<file path="src/rtl/core/lsq_pkg.sv">
package lsq_pkg;

	localparam int CFG_W  = 11;
	localparam int SIDE_W = 11;
	localparam int AREA_W = 21;

	localparam logic [CFG_W-1:0] ROW_WIDTH_RESET = 11'd1024;

	// per-cell control carried from the accept stage into the compute stage
	typedef struct packed {
		logic is_set;
		logic last;
		logic first;
		logic end_row;
	} cell_ctl_t;

endpackage

</file>
<file path="src/rtl/core/lsq_out.sv">
module lsq_out import lsq_pkg::*; #(
	parameter int MAX_COLS = 1024
) (
	input  logic                            clk,
	input  logic                            arst_n,
	input  logic                            valid_s2,
	input  logic [$clog2(MAX_COLS + 1)-1:0] side_s2,
	input  logic                            out_stall,
	output logic                            s2_take,
	output logic                            out_valid,
	output logic [SIDE_W-1:0]               best_side,
	output logic [AREA_W-1:0]               best_area
);

	localparam int VW = $clog2(MAX_COLS + 1);
	localparam int PW = (2 * VW > AREA_W) ? 2 * VW : AREA_W;
	localparam int SW = (VW > SIDE_W) ? VW : SIDE_W;

	logic          out_valid_q;
	logic [PW-1:0] prod;
	logic [SW-1:0] side_ext;

	assign prod     = PW'(side_s2) * PW'(side_s2);
	assign side_ext = SW'(side_s2);
	assign s2_take  = valid_s2 & (~out_valid_q | ~out_stall);

	always_ff @(posedge clk or negedge arst_n) begin
		if (!arst_n) begin
			out_valid_q <= 1'b0;
		end else if (s2_take) begin
			out_valid_q <= 1'b1;
		end else if (!out_stall) begin
			out_valid_q <= 1'b0;
		end
	end

	always_ff @(posedge clk) begin
		if (s2_take) begin
			best_side <= side_ext[SIDE_W-1:0];
			best_area <= prod[AREA_W-1:0];
		end
	end

	assign out_valid = out_valid_q;

	a_area_matches: assert property (@(posedge clk) disable iff (!arst_n)
		s2_take |=> out_valid && best_area == $past(prod[AREA_W-1:0]))
		else $error("area not loaded with its side");

endmodule
</file>
<file path="config.mk">
export PLATFORM = sky130hd
export DESIGN_NAME = lsq_out
export DESIGN_NICKNAME = d
export VERILOG_FILES = /design/src/rtl/core/lsq_pkg.sv /design/src/rtl/core/lsq_out.sv
export SDC_FILE = /design/constraint.sdc
export NUM_CORES = 1
export LEC_CHECK = 0
export ABC_CLOCK_PERIOD_IN_PS = 5900
export BUFFER_PORTS_ARGS = -buffer_cell sky130_fd_sc_hd__buf_2
export CAP_MARGIN = 10
export CORE_MARGIN = 2
export CORE_UTILIZATION = 55
export CTS_BUF_LIST = sky130_fd_sc_hd__clkbuf_4
export DETAILED_ROUTE_END_ITERATION = 10
export PLACE_DENSITY = 0.74
export SETUP_SLACK_MARGIN = 0.2
export SYNTH_ARGS = -nofsm -noshare
export SYNTH_HDL_FRONTEND = slang
export SYNTH_SLANG_ARGS = --single-unit
export TNS_END_PERCENT = 30
</file>
<file path="constraint.sdc">
create_clock -name clk -period 5.9 [get_ports clk]
set_input_delay 0.59 -clock clk [delete_from_list [all_inputs] [get_ports clk]]
set_output_delay 0.59 -clock clk [all_outputs]
set_load 0.02 [all_outputs]
</file>
==> flow_metrics.tcl <==
set metrics [dict create \
    run_status "complete, no violations" \
    placementRows 32 \
    vias 3100 \
    startpoint_type "primary input" \
    cts_buffer_depth 2 \
    crit_path_end_kind "flop" \
    fin_tns_setup_ns 0 \
    holdPathStages 2 \
    final_max_slew_viol_count 0 \
    cp_slowest_cell "fa_1" \
    initial_core_util_pct 56.5 \
    vias_per_cell 5.34 \
    setup_viol 0 \
    antenna_found_initial 0 \
    yosysMostFrequentCell "inv_1" \
    syn_nets 564 \
    final_util_pct 61.4 \
    cts.sink_count 31 \
    synth_top_area_cell "fa_1" \
    ctsResizeCount 0 \
    cts_buffers 5 \
    routed_wl_mm 8.46 \
    period_minus_slack_ns 5.13 \
    synth_common_cells "103 x inv_1, 63 x fa_1, 50 x ha_1" \
    finClkSkew_ns 0.0171 \
    drt_pass1_iterations 4 \
    clock_latency_ns 0.36 \
    grt_pass1_wl_mm 15.0 \
    max-slew-margin-rel_pct 30.1 \
    netlist_instances 436 \
    core_um2 7690 \
    ys_seq_elements 31 \
    drc 0 \
    grt_setup_unrepaired "no" \
    holdWs_ns 0.430 \
    ys_warn_count 0 \
    worstMarginPinSlew_ns 1.05 \
    initialDrtViolationCount 82 \
    grt_max_degree 32 \
    hold_viol_final 0 \
    synth_area_um2 4340 \
    totalPowerFinal_mw 2.20 \
    arrival_ns 5.26 \
    power.density_nw_per_um2 466 \
    synth_enable_flop_cells 30 \
    crit_required_ns 6.02 \
    syn_area_per_cell_um2 9.96 \
    ctsHoldBuffers 1 \
    crit_fanout 14 \
    area_delta_synth_final_pct 8.73 \
    async_flop_share_pct 3.23 \
    wire_per_inst_um 14.6 \
    grt_pass1_vias 3337 \
    yosysTopAreaCellShare_pct 29.1 \
    hpwlAfterDp_mm 6.87 \
    rr_worst_depth 1 \
    chipWidth_um 92.8 \
    cts_tree "built" \
    dieHeight_um 92.8 \
    synthTopCellsByArea "fa_1 29%, edfxtp_1 21%, ha_1 14%" \
    route.antenna.remaining_nets 0 \
    post_cts_buffers 0 \
    p_leak_nw 2.40 \
    min_period_over_period_pct 87.0 \
    htree_num_levels 2 \
    dieArea_um2 8620 \
    global_route.overflow_total 0 \
    slowest_delay_ns 0.62 \
    gp_congestion 0.858 \
    numPortBuffers 47 \
    cts.clk_slew.worst_paths_ns 0.13 \
    hold_class "primary input to flop" \
    drv_cap 0 \
    yosysUniqueCellTypes 49 \
    seq_area_frac_synth_pct 21.3 \
    grt_util_all_layers_pct 22.4 \
    fin_nets 606 \
    cts-root-buf "clkbuf_4" \
    path_cells "buf_2 > nand2_1 > fa_1 > inv_1 > fa_1 > fa_1 > fa_1 > inv_1 > fa_1 > inv_1 > ha_1 > a21oi_1 > o21ai_0 > a2111oi_0 > nor3_1 > xor2_1" \
    synthFlopType "edfxtp_1" \
    pin_count 49 \
    drive_gt1_share_pct 12.3 \
    fmax_mhz 195 \
    antenna_cells 0 \
    ir_drop_mv 0.301 \
    cpMostUsedCell "fa_1" \
    crit_type "primary input to flop" \
]
## critical path, delay by kind of cell
kind | cells | cell delay (ns)
XOR/XNOR | 1 | 0.16
adder cells (fa/ha/maj) | 6 | 2.95
AND/OR/NAND/NOR | 2 | 0.26
buffers and inverters | 4 | 0.44
AO/OA/AOI/OAI | 3 | 0.83
## area by class of cell
class	instances	area, um^2
clock buffers	5	37.5
clock inverters	3	15.0
fillers	686	2970
inverters	103	387
multi-input cells	289	2980
flip-flops and latches	31	926
well taps	102	128
repair buffers	48	245
## state kept, by name, indices dropped and copies added (netlist names)
name and cells:
best_area 19, best_side 11, out_valid 1
## cells by family (layout without fill, tap and decap cells)
logic type | after synthesis | in the layout | synth area share [%]
compound gates | 55 | 55 | 8.79
xor+xnor | 20 | 20 | 4.04
fa+ha+maj | 113 | 113 | 43.5
buf+inv | 116 | 159 | 10.2
flops | 31 | 31 | 21.3
mux | 3 | 3 | 0.836
other cells | 1 | 1 | 0.0864
simple gates | 97 | 97 | 11.2
## placed cells by master (no fill, tap or decap), types with 12 or more instances in the layout
cell,n
nand2_1,30
ha_1,50
edfxtp_1,30
and2_1,28
xnor2_1,12
nor2_1,17
fa_1,63
buf_2,47
a21oi_1,12
inv_1,103
## worst paths after layout
check	startpoint	endpoint	slack, ns
setup reg to reg	out_valid	best_area[9]	4.26
min in group asynchronous	arst_n	out_valid	0.54
setup / recovery	side_s2[8]	best_area[15]	0.77
max in group asynchronous	arst_n	out_valid	5.27
hold / removal	valid_s2	out_valid	0.43
hold reg to reg	out_valid	out_valid	0.56
## power breakdown
| part | internal (mW) | switching [mW] | leakage, nW | total, mW |
|---|---|---|---|---|
| Combinational | 0.679 | 0.989 | 2.08 | 1.67 |
| Sequential | 0.382 | 0.0140 | 0.297 | 0.396 |
| Clock | 0.0437 | 0.0910 | 0.0263 | 0.135 |
## layer usage
metal	part of all wire, %	GRT usage, %
met1	40	25.7
met3	2.6	2.85
met5	0	0
met2	56	43.5
met4	1.7	5.51
## stage by stage
stage | std cells | setup slack, ns | cell area, um^2
2_1_floorplan | 436 | 0.683 | 4340
4_1_cts | 581 | 0.777 | 4720
3_3_place_gp | 572 | 0.482 | 4660
3_5_place_dp | 572 | 0.393 | 4660
6_report | 581 | 0.765 | 4720
5_1_grt | 581 | 0.360 | 4720
Note: power is estimated with default switching activity, not from simulation.
