File: config.mk
export PLATFORM = sky130hd
export DESIGN_NAME = lsq_col_track
export DESIGN_NICKNAME = d
export VERILOG_FILES = /design/src/rtl/core/lsq_pkg.sv /design/src/rtl/core/lsq_col_track.sv
export SDC_FILE = /design/constraint.sdc
export NUM_CORES = 1
export LEC_CHECK = 0
export ABC_AREA = 1
export BUFFER_PORTS_ARGS = -buffer_cell sky130_fd_sc_hd__buf_2
export CORE_ASPECT_RATIO = 1.1
export CORE_MARGIN = 2
export CORE_UTILIZATION = 52
export DETAILED_ROUTE_END_ITERATION = 6
export HOLD_SLACK_MARGIN = 0.05
export PLACE_DENSITY = 0.73
export SETUP_SLACK_MARGIN = 0.4
export SLEW_MARGIN = 25
export SYNTH_ARGS = -nofsm -noshare
export SYNTH_HDL_FRONTEND = slang
export SYNTH_SLANG_ARGS = --single-unit
File: constraint.sdc
create_clock -name clk -period 4.6 [get_ports clk]
set_input_delay 0.46 -clock clk [delete_from_list [all_inputs] [get_ports clk]]
set_output_delay 0.46 -clock clk [all_outputs]
set_load 0.02 [all_outputs]
File: src/rtl/core/lsq_pkg.sv
package lsq_pkg;

	localparam int CFG_W  = 11;
	localparam int SIDE_W = 11;
	localparam int AREA_W = 21;

	localparam logic [CFG_W-1:0] ROW_WIDTH_RESET = 11'd1024;

	// per-cell control carried from the accept stage into the compute stage
	typedef struct packed {
		logic is_set;
		logic last;
		logic first;
		logic end_row;
	} cell_ctl_t;

endpackage

File: src/rtl/core/lsq_col_track.sv
module lsq_col_track import lsq_pkg::*; #(
	parameter int MAX_COLS = 1024
) (
	input  logic                                  clk,
	input  logic                                  arst_n,
	input  logic [CFG_W-1:0]                      row_width_q,
	input  logic                                  in_accept,
	input  logic                                  cell_bit,
	input  logic                                  last_cell,
	input  logic                                  s1_fire,
	output logic [((MAX_COLS > 1) ? $clog2(MAX_COLS) : 1)-1:0] rd_col,
	output logic [((MAX_COLS > 1) ? $clog2(MAX_COLS) : 1)-1:0] col_s1,
	output cell_ctl_t                             ctl_s1,
	output logic                                  valid_s1
);

	localparam int CW  = (MAX_COLS > 1) ? $clog2(MAX_COLS) : 1;
	localparam int MW  = $clog2(MAX_COLS + 1);
	localparam int WW  = (MW > CFG_W) ? MW : CFG_W;

	logic [CW-1:0] col_q;
	logic          first_q;
	logic [WW-1:0] w_eff;
	logic          wrap;
	logic [CW-1:0] col_eff;
	logic          first_eff;
	logic          end_row;

	always_comb begin
		if (row_width_q == '0) begin
			w_eff = WW'(1);
		end else if (WW'(row_width_q) > WW'(MAX_COLS)) begin
			w_eff = WW'(MAX_COLS);
		end else begin
			w_eff = WW'(row_width_q);
		end
	end

	// width shrunk mid-row: the cell starts a fresh row
	assign wrap      = WW'(col_q) >= w_eff;
	assign col_eff   = wrap ? '0 : col_q;
	assign first_eff = first_q & ~wrap;
	assign end_row   = (WW'(col_eff) + WW'(1)) >= w_eff;
	assign rd_col    = col_eff;

	always_ff @(posedge clk or negedge arst_n) begin
		if (!arst_n) begin
			col_q    <= '0;
			first_q  <= 1'b1;
			valid_s1 <= 1'b0;
		end else begin
			if (in_accept) begin
				valid_s1 <= 1'b1;
				if (last_cell) begin
					col_q   <= '0;
					first_q <= 1'b1;
				end else if (end_row) begin
					col_q   <= '0;
					first_q <= 1'b0;
				end else begin
					col_q   <= CW'(col_eff + CW'(1));
					first_q <= first_eff;
				end
			end else if (s1_fire) begin
				valid_s1 <= 1'b0;
			end
		end
	end

	always_ff @(posedge clk) begin
		if (in_accept) begin
			col_s1 <= col_eff;
			ctl_s1 <= '{is_set: cell_bit, last: last_cell, first: first_eff, end_row: end_row};
		end
	end

	a_last_restarts: assert property (@(posedge clk) disable iff (!arst_n)
		in_accept && last_cell |=> col_q == '0 && first_q)
		else $error("column state not cleared after last cell");

endmodule

==> results summary <==
The worst clock skew came out at ~0.77 ps. The max-slew violation total from the final report came out at 0. In this run the register-to-register setup slack is 1050 ps. The initial core utilization came out at 0.543. Static timing analysis puts the maximum clock frequency at 0.246 GHz. The cell with the largest stage delay on the worst path is nor4_4. The number of buffer cells added on primary ports came out at around 40. The start point of the worst min-delay path is cell_bit. The cell count of the worst reg-to-reg path came out at 23.

The TritonCTS sink count is 26. The cell area after synthesis came out at 1820 um2. The total of max-cap violations came out at 0. The final non-filler cell area is 2410 um2. The number of detailed-route iterations in the first pass came out at 4. The number of levels the H-tree was split into is 1. The clock-pin slew of the registers on the worst-case setup and hold paths came out at 130 ps. The top-level I/O count came out at 42. The worst path meets setup with 539 ps of slack.

The power density over cell area came out at 221 nW/um2. The largest stage delay on the critical path came out at 280 ps. The worst setup path category is in -> reg.

TritonCTS built the clock tree. The multi-input gate area in the final layout is 1180 um2. Of the cells placed in the final design, the portion with a size suffix greater than 1 is 0.333. Of the synthesized area, sequential elements account for 0.396. The total half-perimeter wirelength after legalization and detailed placement came out at 3330 um. The area of the core came out at 3360 um2. The number of buffers created by CTS is 3. The final number of setup-violating endpoints is 0. In this design, the critical path's most frequently occurring cell is nand2_1.

The average instance in the mapped netlist occupies 8.07 um2. Summing all placed instances gives a cell area of 2140 um2. The vertical die dimension is 66.1 um.

Timing analysis after detailed placement gives a worst setup slack of 8.78 ps. The maximum net fanout on the critical path came out at 6. The detailed-route wire length per cell came out at 13.0 um. The global routing usage summed across all routing layers is 0.224.

STA classifies the critical path startpoint as an input port. The initial antenna violation count is 0. The final clock period utilization by the worst path is 0.883.

The clock latency on the worst-skew pair came out at 310 ps. In this run the static leakage power is around 1.2 nW. The maximum number of pins on one net before global-route repair came out at 21. The post-synth net total came out at 265. Counting instances, the worst hold path has a depth of 1. The number of vias per cell after detailed routing is between 5 and 6. The final global-route overflow total came out at 0.

The post-route total power is 0.000532 W. The number of antenna diodes in the final layout is 0. The full die area is 4000 um2.

The number of antenna-violating nets in the routed design came out at 0. The synthesis-stage register bit count is 26. The number of warnings reported in the yosys synthesis log is 0. No sink is reached through more buffers than the 2 on the longest clock path. The aggregate routed wire length came out at between 4000 and 5000 um. The run finished with clean final reports. The number of different library cells used by synthesis comes to 28. After technology mapping, the gate count stands at 226. The slew at the pin with the worst max-slew slack came out at 409 ps. The register cell area after layout came out at between 700 and 800 um2. The final critical path time including I/O delays and setup came out at between 4000 and 5000 ps. The remaining design rule violation count came out at 0. The tightest min-delay check is of the in -> reg type. The initialized floorplan defines 22 standard-cell rows. The layout overhead on the synthesized area is 32.0%.

The final count of hold timing violations is 0. After the first detailed-routing iteration, the DRC count stood at 76. The horizontal die dimension came out at 60.5 um.

The startpoint identified for the worst register-to-register timing path is col_q[9]. The number of global-route vias before repair came out at 1502. The detailed router placed 1679 vias in this run. The final total negative setup slack is 0 ps.

Setup repair after global routing left no endpoint under its margin. The reg-to-reg endpoint is col_q[8]. The critical path data required time is 4860 ps. The arrival time reported for the critical path endpoint came out at 4320 ps.

The wire length of the first global-routing pass is roughly 6700 um. The weighted congestion reported at the end of routability-driven placement is 0.870. The worst setup path is captured at a flip-flop. Headroom to the max-slew limit came out at 0.728.

Counting the fill cells in the layout gives 293. The end point of the most critical hold path is ctl_s1[3]. After the last flow step, the layout net total stands at 322. The worst vdd rail ir drop came out at 0.112 mV.

The cell sitting at the root of the clock tree is a clkbuf_4.
logic make-up after synthesis:
logic type / count (synthesis) / share of synthesized area
XOR/XNOR: 2 / 0.0137
AO/OA/AOI/OAI: 22 / 0.0659
adder cells (fa/ha/maj): 22 / 0.151
buffers and inverters: 33 / 0.0693
flip-flops: 26 / 0.396
AND/OR/NAND/NOR: 121 / 0.304
where the power goes:
| part | switching, W | internal (W) |
|---|---|---|
| sequential | 0.00000856 | 0.000263 |
| combinational | 0.000102 | 0.0000648 |
| clock | 0.0000624 | 0.0000317 |
final cells by class:
class	count	area share
Multi-Input combinational cell	168	0.491
Sequential cell	26	0.300
Tap cell	48	0.0250
Clock buffer	3	0.00936
Inverter	33	0.0525
Clock inverter	1	0.00156
Timing Repair Buffer	51	0.121
worst max path at each step:
stage / startpoint / to / slack [ps] / cells after the start
detailed placement: row_width_q[6] / col_q[0] / 9 / 29
CTS: row_width_q[6] / col_q[0] / 420 / 29
global placement: row_width_q[6] / col_q[0] / 120 / 27
global route: row_width_q[9] / col_q[2] / 360 / 26
floorplan: row_width_q[2] / col_q[0] / 420 / 27
finish: row_width_q[9] / col_q[8] / 540 / 26
registers in the layout, summed over array words and instances (netlist names):
name,flops
ctl_s1,4
col_q,10
first_q,1
col_s1,10
valid_s1,1
timing repair:
action / 4_1_cts / 5_1_grt
resized for setup: 1 / 31
hold buffers: 1 / 0
pin swaps: 0 / 13
endpoints found under the hold margin: 11 / 0
endpoints found under the setup margin: 10 / 12
gates cloned: 0 / 2
buffers inserted: 0 / 2
metal layers:
metal	global-route usage	share of wire
met1	0.309	0.47
met2	0.370	0.50
met3	0.0176	0.023
met4	0.0734	0.012
met5	0	0
per-stage QoR:
step,cells,hold WS (ps),util
2_1_floorplan,226,164,-
3_3_place_gp,321,358,0.638
3_5_place_dp,321,361,0.638
4_1_cts,326,310,0.650
5_1_grt,330,302,0.716
6_report,330,312,0.716
layout by cell type, fill, tap and decap left out, drive strengths merged, types with 2 or more instances in the layout:
master | Yosys | layout
nand2 | 68 | 69
buf | 0 | 50
inv | 33 | 33
nor2 | 25 | 25
ha | 22 | 22
nand3 | 16 | 16
edfxtp | 14 | 14
dfrtp | 11 | 11
o21ai | 11 | 11
a21oi | 7 | 7
nand4 | 6 | 6
and2 | 3 | 3
clkbuf | 0 | 3
nor4 | 2 | 2
cells in the mapped netlist:
cell type,count,share of area
a21oi_1,7,0.019
a22o_1,1,0.0048
nor2_1,19,0.039
a21boi_1,1,0.0041
nor4_1,2,0.0069
nor2_2,3,0.010
or2_2,1,0.0034
o22ai_1,1,0.0034
ha_1,22,0.15
and2_1,3,0.010
dfstp_2,1,0.014
nand2_1,68,0.14
edfxtp_1,14,0.23
inv_4,1,0.0034
dfrtp_1,11,0.15
nand4_2,1,0.0069
nand3_1,15,0.041
nor2_4,2,0.012
xnor2_1,1,0.0048
nor2_8,1,0.011
o21ai_1,1,0.0027
inv_1,30,0.062
xor2_2,1,0.0089
o21ai_0,10,0.027
nand3_2,1,0.0055
o21a_1,1,0.0041
inv_2,2,0.0041
nand4_1,5,0.017
worst max-delay path: cells and delay by family:
family          cells  cell delay (ps)
simple gates       17             2380
fa+ha+maj           3              690
compound gates      3              440
buf+inv             3              360
Note: power is estimated with default switching activity, not from simulation.
