`src/rtl/core/lsq_pkg.sv`:
```
package lsq_pkg;

	localparam int CFG_W  = 11;
	localparam int SIDE_W = 11;
	localparam int AREA_W = 21;

	localparam logic [CFG_W-1:0] ROW_WIDTH_RESET = 11'd1024;

	// per-cell control carried from the accept stage into the compute stage
	typedef struct packed {
		logic is_set;
		logic last;
		logic first;
		logic end_row;
	} cell_ctl_t;

endpackage

```
`src/rtl/core/lsq_dp.sv`:
```
module lsq_dp import lsq_pkg::*; #(
	parameter int MAX_COLS = 1024
) (
	input  logic                                  clk,
	input  logic                                  arst_n,
	input  logic                                  valid_s1,
	input  cell_ctl_t                             ctl_s1,
	input  logic [((MAX_COLS > 1) ? $clog2(MAX_COLS) : 1)-1:0] col_s1,
	input  logic [$clog2(MAX_COLS + 1)-1:0]       up_raw,
	input  logic                                  s2_take,
	output logic                                  s1_fire,
	output logic [$clog2(MAX_COLS + 1)-1:0]       cell_val,
	output logic                                  valid_s2,
	output logic [$clog2(MAX_COLS + 1)-1:0]       side_s2
);

	localparam int VW = $clog2(MAX_COLS + 1);

	logic [VW-1:0] left_q;
	logic [VW-1:0] diag_q;
	logic [VW-1:0] best_q;
	logic [VW-1:0] up;
	logic [VW-1:0] m1;
	logic [VW-1:0] m2;
	logic [VW-1:0] best_new;
	logic          s2_free;

	assign up = ctl_s1.first ? '0 : up_raw;
	assign m1 = (up < left_q) ? up : left_q;
	assign m2 = (diag_q < m1) ? diag_q : m1;

	always_comb begin
		if (!ctl_s1.is_set) begin
			cell_val = '0;
		end else if (ctl_s1.first || col_s1 == '0) begin
			cell_val = VW'(1);
		end else begin
			cell_val = VW'(m2 + VW'(1));
		end
	end

	assign best_new = (cell_val > best_q) ? cell_val : best_q;

	// non-last cells leave no result, so only a last cell waits on stage 2
	assign s2_free = ~valid_s2 | s2_take;
	assign s1_fire = valid_s1 & (~ctl_s1.last | s2_free);

	always_ff @(posedge clk or negedge arst_n) begin
		if (!arst_n) begin
			left_q   <= '0;
			diag_q   <= '0;
			best_q   <= '0;
			valid_s2 <= 1'b0;
		end else begin
			if (s1_fire) begin
				if (ctl_s1.last) begin
					left_q <= '0;
					diag_q <= '0;
					best_q <= '0;
				end else if (ctl_s1.end_row) begin
					left_q <= '0;
					diag_q <= '0;
					best_q <= best_new;
				end else begin
					left_q <= cell_val;
					diag_q <= up;
					best_q <= best_new;
				end
			end
			if (s1_fire && ctl_s1.last) begin
				valid_s2 <= 1'b1;
			end else if (s2_take) begin
				valid_s2 <= 1'b0;
			end
		end
	end

	always_ff @(posedge clk) begin
		if (s1_fire && ctl_s1.last) begin
			side_s2 <= best_new;
		end
	end

	a_row_end_clears: assert property (@(posedge clk) disable iff (!arst_n)
		s1_fire && ctl_s1.end_row |=> left_q == '0 && diag_q == '0)
		else $error("neighbor values not cleared at end of row");

	a_best_monotonic: assert property (@(posedge clk) disable iff (!arst_n)
		s1_fire && !ctl_s1.last |=> best_q >= $past(best_q))
		else $error("running best decreased within a matrix");

endmodule

```
`config.mk`:
```
export PLATFORM = sky130hd
export DESIGN_NAME = lsq_dp
export DESIGN_NICKNAME = d
export VERILOG_FILES = /design/src/rtl/core/lsq_pkg.sv /design/src/rtl/core/lsq_dp.sv
export SDC_FILE = /design/constraint.sdc
export NUM_CORES = 1
export LEC_CHECK = 0
export BUFFER_PORTS_ARGS = -buffer_cell sky130_fd_sc_hd__buf_2
export CAP_MARGIN = 5
export CORE_MARGIN = 2
export CORE_UTILIZATION = 50
export CTS_BUF_LIST = sky130_fd_sc_hd__clkbuf_8
export DETAILED_ROUTE_END_ITERATION = 12
export HOLD_SLACK_MARGIN = 0.15
export PLACE_DENSITY_LB_ADDON = 0.12
export RECOVER_POWER = 100
export SLEW_MARGIN = 0
export SYNTH_ARGS = -nofsm -noshare
export SYNTH_HDL_FRONTEND = slang
export SYNTH_SLANG_ARGS = --single-unit
```
`constraint.sdc`:
```
create_clock -name clk -period 11.43 [get_ports clk]
set_clock_uncertainty 0.05 [all_clocks]
set_input_delay 3.429 -clock clk [delete_from_list [all_inputs] [get_ports clk]]
set_output_delay 3.429 -clock clk [all_outputs]
set_load 0.1 [all_outputs]
```
==> results.tsv, run 1 <==
metric	value	unit
outcome	finished with violations	
violations	capacitance limit, slew limit	
synth_largest_area_cell	dfrtp_1	
fmax	88.8	MHz
htree_levels	2	
reg2reg_depth	32	
ys_top_cells_by_area	dfrtp_1 23%, ha_1 10%, edfxtp_1 9.0%, nand2_1 3.9%, o21ai_0 3.4%	
numCtsBuffers	5	
syn-num-nets	458	
clk_latency	0.31	ns
clock_power_share	17.1	%
crit_cells	19	
grt_max_degree	35	
ys_warn_count	0	
power_density	138	nW/um^2
vias	3387	
multiInputGateArea	2420	sq um
dp_hpwl	7770	microns
cp_max_fo	12	
synth_common_cells	38 x nand2_1, 34 x dfrtp_1, 31 x nor2_1	
intPower	333	uW
path_class	in2out	
n_fill_cell	622	
cts_root_buffer	clkbuf_8	
totalWireLength	10200	microns
power_leakage	1.96	nW
maxCapViolCount	3	
setup_viol	0	
yosys.cell_count.top_type	nand2_1	
finalWorstSetupSlack	0.166	ns
grt_overflow_total	0	
synth_top_area_share	23.2	%
endpoint_kind	output port	
p_switching	278	uW
p_seq_share	30.2	%
drt.antenna.violating_nets	0	
synthFlopType	dfrtp_1	
synth_edf_count	11	
vdd_ir_drop_max	0.0673	mV
area_growth_syn_to_layout	20.2	%
cp_slowest_cell	clkbuf_4	
dieArea	8040	sq um
port_buffers	52	
drv_slew	73	
regArea	1180	sq um
dp.cells	559	
grt_pass1_vias	3070	
fin_crit	11.26	ns
hold_class	reg2reg	
fp.dieW	89.7	microns
coreArea	7180	sq um
nNetsFinal	531	
slowest_delay	0.41	ns
final_area	4410	sq um
final_cells	572	
fin_util	61.5	%
drive_above_1_share	24.1	%
yosys_register_bits	45	
cp_num_buf_inv	3	
path_clk_slew	0.09	ns
clockBufferDepth	2	
antenna_found_initial	0	
hold_depth	2	
routedWlPerCell	17.9	microns
drc	0	
grt_use_total	26.1	%
vias_per_cell	5.92	
start_kind	input pin	
fp.dieH	89.7	microns
cp.required	7.95	ns
syn_area	3670	sq um
grt_pass1_wl	15800	microns
slew_headroom	-44.3	%
fin_hold_ws	0.505	ns
num_rows	31	
rsz0062_at_grt	no	
place_ws	0.0146	ns
place.gp.congestion	1.01	
critical-path-top-delay-family	compound AO/OA/AOI/OAI gates	
cts_tree	done	
dr.pass1.iters	5	
final-hold-violation-count	0	
yosysSeqAreaShare	32.2	%
io_pins	53	
period_share	98.5	%
netlist_instances	399	
netlist-cell-type-count	66	
synthArstFlopShare	75.6	%
drt_iter0_drc	204	
antenna_cells	0	
pwr-share-comb	52.7	%
clock-sinks	45	
avgSynthCellArea	9.20	sq um
initial_core_util	51.2	%
cp_cell_sequence	buf_6 -> nor2b_4 -> ha_1 -> and3_1 -> and3_4 -> o22ai_4 -> nand3_4 -> mux2i_1 -> ha_1 -> a21oi_1 -> o21ai_0 -> buf_4 -> a21o_1 -> or2_2 -> o221a_2 -> o21ai_0 -> xor2_1 -> a22o_1 -> clkbuf_4	
worst_pin_slew	2.15	ns
placed_area	4370	sq um
swShare	45.5	%
critPathArrivalTime	7.78	ns
==> per-layer routing <==
layer	vias to the layer above	global-route usage, %	part of all wire [%]
met3	24	4.48	4.8
li1	1642	-	-
met1	1602	36.9	47
met2	119	40.2	46
met5	-	0	0
met4	0	9.50	2.9
==> worst paths after layout <==
kind | startpoint | end | slack (ns)
setup / recovery | ctl_s1[1] | cell_val[4] | 0.17
hold / removal | best_q[10] | best_q[10] | 0.50
setup reg to reg | left_q[6] | side_s2[3] | 3.23
hold reg to reg | best_q[10] | best_q[10] | 0.50
max in group asynchronous | arst_n | diag_q[6] | 6.57
min in group asynchronous | arst_n | diag_q[8] | 3.62
==> cell families (layout without fill, tap and decap cells) <==
family                   Yosys count  in the layout  synth area share [%]
buffers and inverters             42            116                  4.87
XOR/XNOR                           8              8                  1.91
adder cells (fa/ha/maj)           30             30                  10.2
flip-flops                        45             45                  32.2
AO/OA/AOI/OAI                    110            110                  23.6
multiplexers                      21             21                  6.41
AND/OR/NAND/NOR                  143            143                  20.9
==> worst min-delay path: stages, from the launching register on <==
cell and delay (ns):
dfrtp_1 0.39, inv_1 0.08, o2bb2ai_1 0.06
==> layout make-up <==
class                      instances  area share [%]
multi-input combinational        312            54.8
inverter                          27            2.30
clock inverter                     3           0.425
sequential                        45            26.8
tap                               99            2.81
clock buffer                       5            1.56
timing repair buffer              81            11.4
==> through the flow <==
stage	TNS [ns]	power, mW
3_3_place_gp	0	0.504
4_1_cts	0	0.613
6_report	0	0.611
3_5_place_dp	0	0.509
2_1_floorplan	-0.327	0.431
5_1_grt	0	0.643
==> placed cells by master (no fill, tap or decap), types with 4 or more instances in the layout <==
master | netlist | layout
a211o_1 | 8 | 8
a21o_1 | 5 | 5
a21oi_1 | 12 | 11
a22o_1 | 14 | 14
a31oi_1 | 10 | 10
and2_1 | 4 | 4
and4_1 | 6 | 6
buf_2 | 5 | 26
buf_4 | 2 | 26
clkbuf_1 | 7 | 19
clkbuf_8 | 0 | 5
dfrtp_1 | 34 | 34
edfxtp_1 | 11 | 11
ha_1 | 30 | 30
inv_1 | 27 | 28
mux2_2 | 10 | 10
mux2i_1 | 10 | 7
mux2i_4 | 1 | 4
nand2_1 | 38 | 37
nand2b_1 | 5 | 5
nand3_1 | 8 | 8
nand4_1 | 6 | 6
nor2_1 | 31 | 29
nor2b_1 | 14 | 7
nor2b_4 | 0 | 4
nor3_1 | 6 | 6
nor4_1 | 5 | 5
o211ai_1 | 4 | 4
o21ai_0 | 25 | 24
xnor2_1 | 6 | 6
==> what timing repair did <==
action	4_1_cts	5_1_grt
gates cloned	0	0
setup buffers	0	5
pin swaps	0	6
hold buffers	0	0
resized for setup	1	26
endpoints found under the setup margin	1	8
==> state kept, by name (all words and copies together) (netlist names) <==
register and cells:
left_q 11, best_q 11, valid_s2 1, side_s2 11, diag_q 11
==> power groups by stage <==
stage	Sequential, mW	Clock [mW]	Combinational, mW
detailed placement	0.188	0	0.321
finish	0.184	0.104	0.322
global placement	0.187	0	0.317
floorplan	0.209	0	0.222
global route	0.186	0.110	0.347
CTS	0.184	0.105	0.323
(Power assumes the default switching activity.)
==> run 2, diff against run 1 <==
==> constraint.sdc (replaced) <==
create_clock -name clk -period 9.8 [get_ports clk]
set_clock_uncertainty 0.05 [all_clocks]
set_input_delay 2.94 -clock clk [delete_from_list [all_inputs] [get_ports clk]]
set_output_delay 2.94 -clock clk [all_outputs]
set_load 0.1 [all_outputs]
==> run 2 against run 1 <==
Effect of this change: the run ends with capacitance limit, slew limit, setup timing left; critical path depth rose by 2; combinational power rose by 50%; via count rose by 11%; worst setup slack got worse by 0.30 ns; critical path type unchanged; critical endpoint is now cell_val[9]; largest cell class unchanged.
==> results.tsv, run 2 (synthesis results as in run 1) <==
metric	value	unit
cts_tree	done	
dr.pass1.iters	5	
htree_levels	2	
clock-sinks	45	
r2r_start	left_q[5]	
violations	capacitance limit, slew limit, setup timing	
n_fill_cell	500	
clk_latency	0.31	ns
finalWorstSetupSlack	-0.137	ns
place.gp.congestion	0.955	
hp-start	best_q[10]	
setup_viol	6	
area_growth_syn_to_layout	48.5	%
rsz0062_at_grt	yes	
nNetsFinal	594	
coreArea	7180	sq um
fp.dieW	89.7	microns
cts_hold_buf	0	
drt_iter0_drc	280	
cp_slowest_cell	a2111oi_4	
final-hold-violation-count	0	
regToRegSetupSlack	3.05	ns
endpoint_kind	output port	
fin_crit	9.94	ns
critPathArrivalTime	6.95	ns
fin_util	76.0	%
final_common_cell	buf_4	
dieArea	8040	sq um
hold_depth	2	
routedWlPerCell	18.5	microns
path_clk_slew	0.09	ns
start_kind	input pin	
timing.rr.end	side_s2[0]	
drv_slew	35	
final_cells	636	
drc	0	
initial_core_util	51.2	%
dp.cells	608	
place_ws	-0.339	ns
cp.required	6.81	ns
period_share	101	%
drt.antenna.violating_nets	0	
worst_pin_slew	1.99	ns
grt_pass1_vias	3673	
port_buffers	52	
vias_per_cell	5.91	
grt_overflow_total	0	
reg2reg_depth	34	
cp_cell_sequence	buf_16 -> nor2b_4 -> ha_4 -> and4_4 -> and3_4 -> o22ai_4 -> nand3_4 -> buf_6 -> mux2i_4 -> ha_4 -> nand2_1 -> o211ai_1 -> buf_4 -> a21oi_4 -> buf_4 -> o311a_4 -> a2111oi_4 -> nor2_2 -> nor3b_4 -> mux2i_4 -> buf_12	
fp.dieH	89.7	microns
hold_class	reg2reg	
cp_max_fo	7	
grt_use_total	30.1	%
slowest_delay	0.41	ns
path_class	in2out	
maxCapViolCount	1	
whs_endpoint	best_q[10]	
grt_max_degree	35	
tns	-0.487	ns
power_leakage	2.39	nW
totalWireLength	11800	microns
grt_pass1_wl	18300	microns
dp_hpwl	8690	microns
slew_headroom	-32.9	%
vias	3759	
power_density	150	nW/um^2
power	819	uW
vdd_ir_drop_max	0.0833	mV
outcome	finished with violations	
num_rows	31	
cts_root_buffer	clkbuf_8	
final_cell_mix	86 x buf_4, 35 x nand2_1, 34 x dfrtp_1	
io_pins	53	
clockBufferDepth	2	
numCtsBuffers	5	
drive_above_1_share	42.9	%
fmax	101	MHz
antenna_found_initial	1	
[run 2: cell count changes in the layout (fill, tap and decap cells not counted), moves of 5 or more]
cell / change
nor2_1: -7
buf_12: +11
o21ai_0: -5
ha_1: -10
buf_4: +60
a21oi_1: -5
ha_4: +9
[run 2: area by class of cell]
| type | instances | area [sq um] | area share, % |
|---|---|---|---|
| Clock buffer | 5 | 68.8 | 1.26 |
| Inverter | 27 | 101 | 1.86 |
| Multi-Input combinational cell | 312 | 2790 | 51.3 |
| Tap cell | 99 | 124 | 2.27 |
| Sequential cell | 45 | 1180 | 21.7 |
| Antenna cell | 1 | 2.50 | 0.0459 |
| Timing Repair Buffer | 144 | 1160 | 21.3 |
| Clock inverter | 3 | 18.8 | 0.344 |
[run 2: power breakdown]
| group | internal (mW) | switching (mW) |
|---|---|---|
| logic | 0.204 | 0.279 |
| clock network | 0.0493 | 0.0704 |
| registers | 0.206 | 0.00950 |
[run 2: worst max-delay path by stage]
stage	start	endpoint	cells after the start
detailed placement	ctl_s1[1]	cell_val[10]	22
finish	ctl_s1[1]	cell_val[9]	21
floorplan	ctl_s1[1]	cell_val[6]	23
global placement	ctl_s1[1]	cell_val[6]	23
CTS	ctl_s1[1]	cell_val[6]	22
global route	ctl_s1[1]	cell_val[6]	23
[run 2: metal layers]
metal	part of all wire [%]	global-route usage (%)	wire length [microns]	up-vias
li1	-	-	-	1764
met1	44	40.6	5190	1812
met2	47	48.1	5510	161
met3	6.3	5.21	737	22
met4	2.9	11.8	338	0
met5	0	0	0	-
[run 2: per-stage QoR]
| step | hold WS [ns] | cell area, sq um |
|---|---|---|
| floorplan | 0.446 | 3880 |
| global placement | 0.471 | 4890 |
| detailed placement | 0.478 | 4890 |
| CTS | 0.498 | 5270 |
| global route | 0.530 | 5450 |
| finish | 0.504 | 5450 |
[run 2: worst max-delay path, delay by kind of cell]
kind	cells	cell delay, ns
simple gates	7	1.06
buf+inv	5	0.83
fa+ha+maj	2	0.48
mux	2	0.49
compound gates	5	1.11
[run 2: what timing repair did]
item / 4_1_cts / 5_1_grt
resized for setup: 35 / 23
setup buffers: 9 / 9
setup endpoints to repair: 10 / 10
gates cloned: 1 / 0
pin swaps: 23 / 25
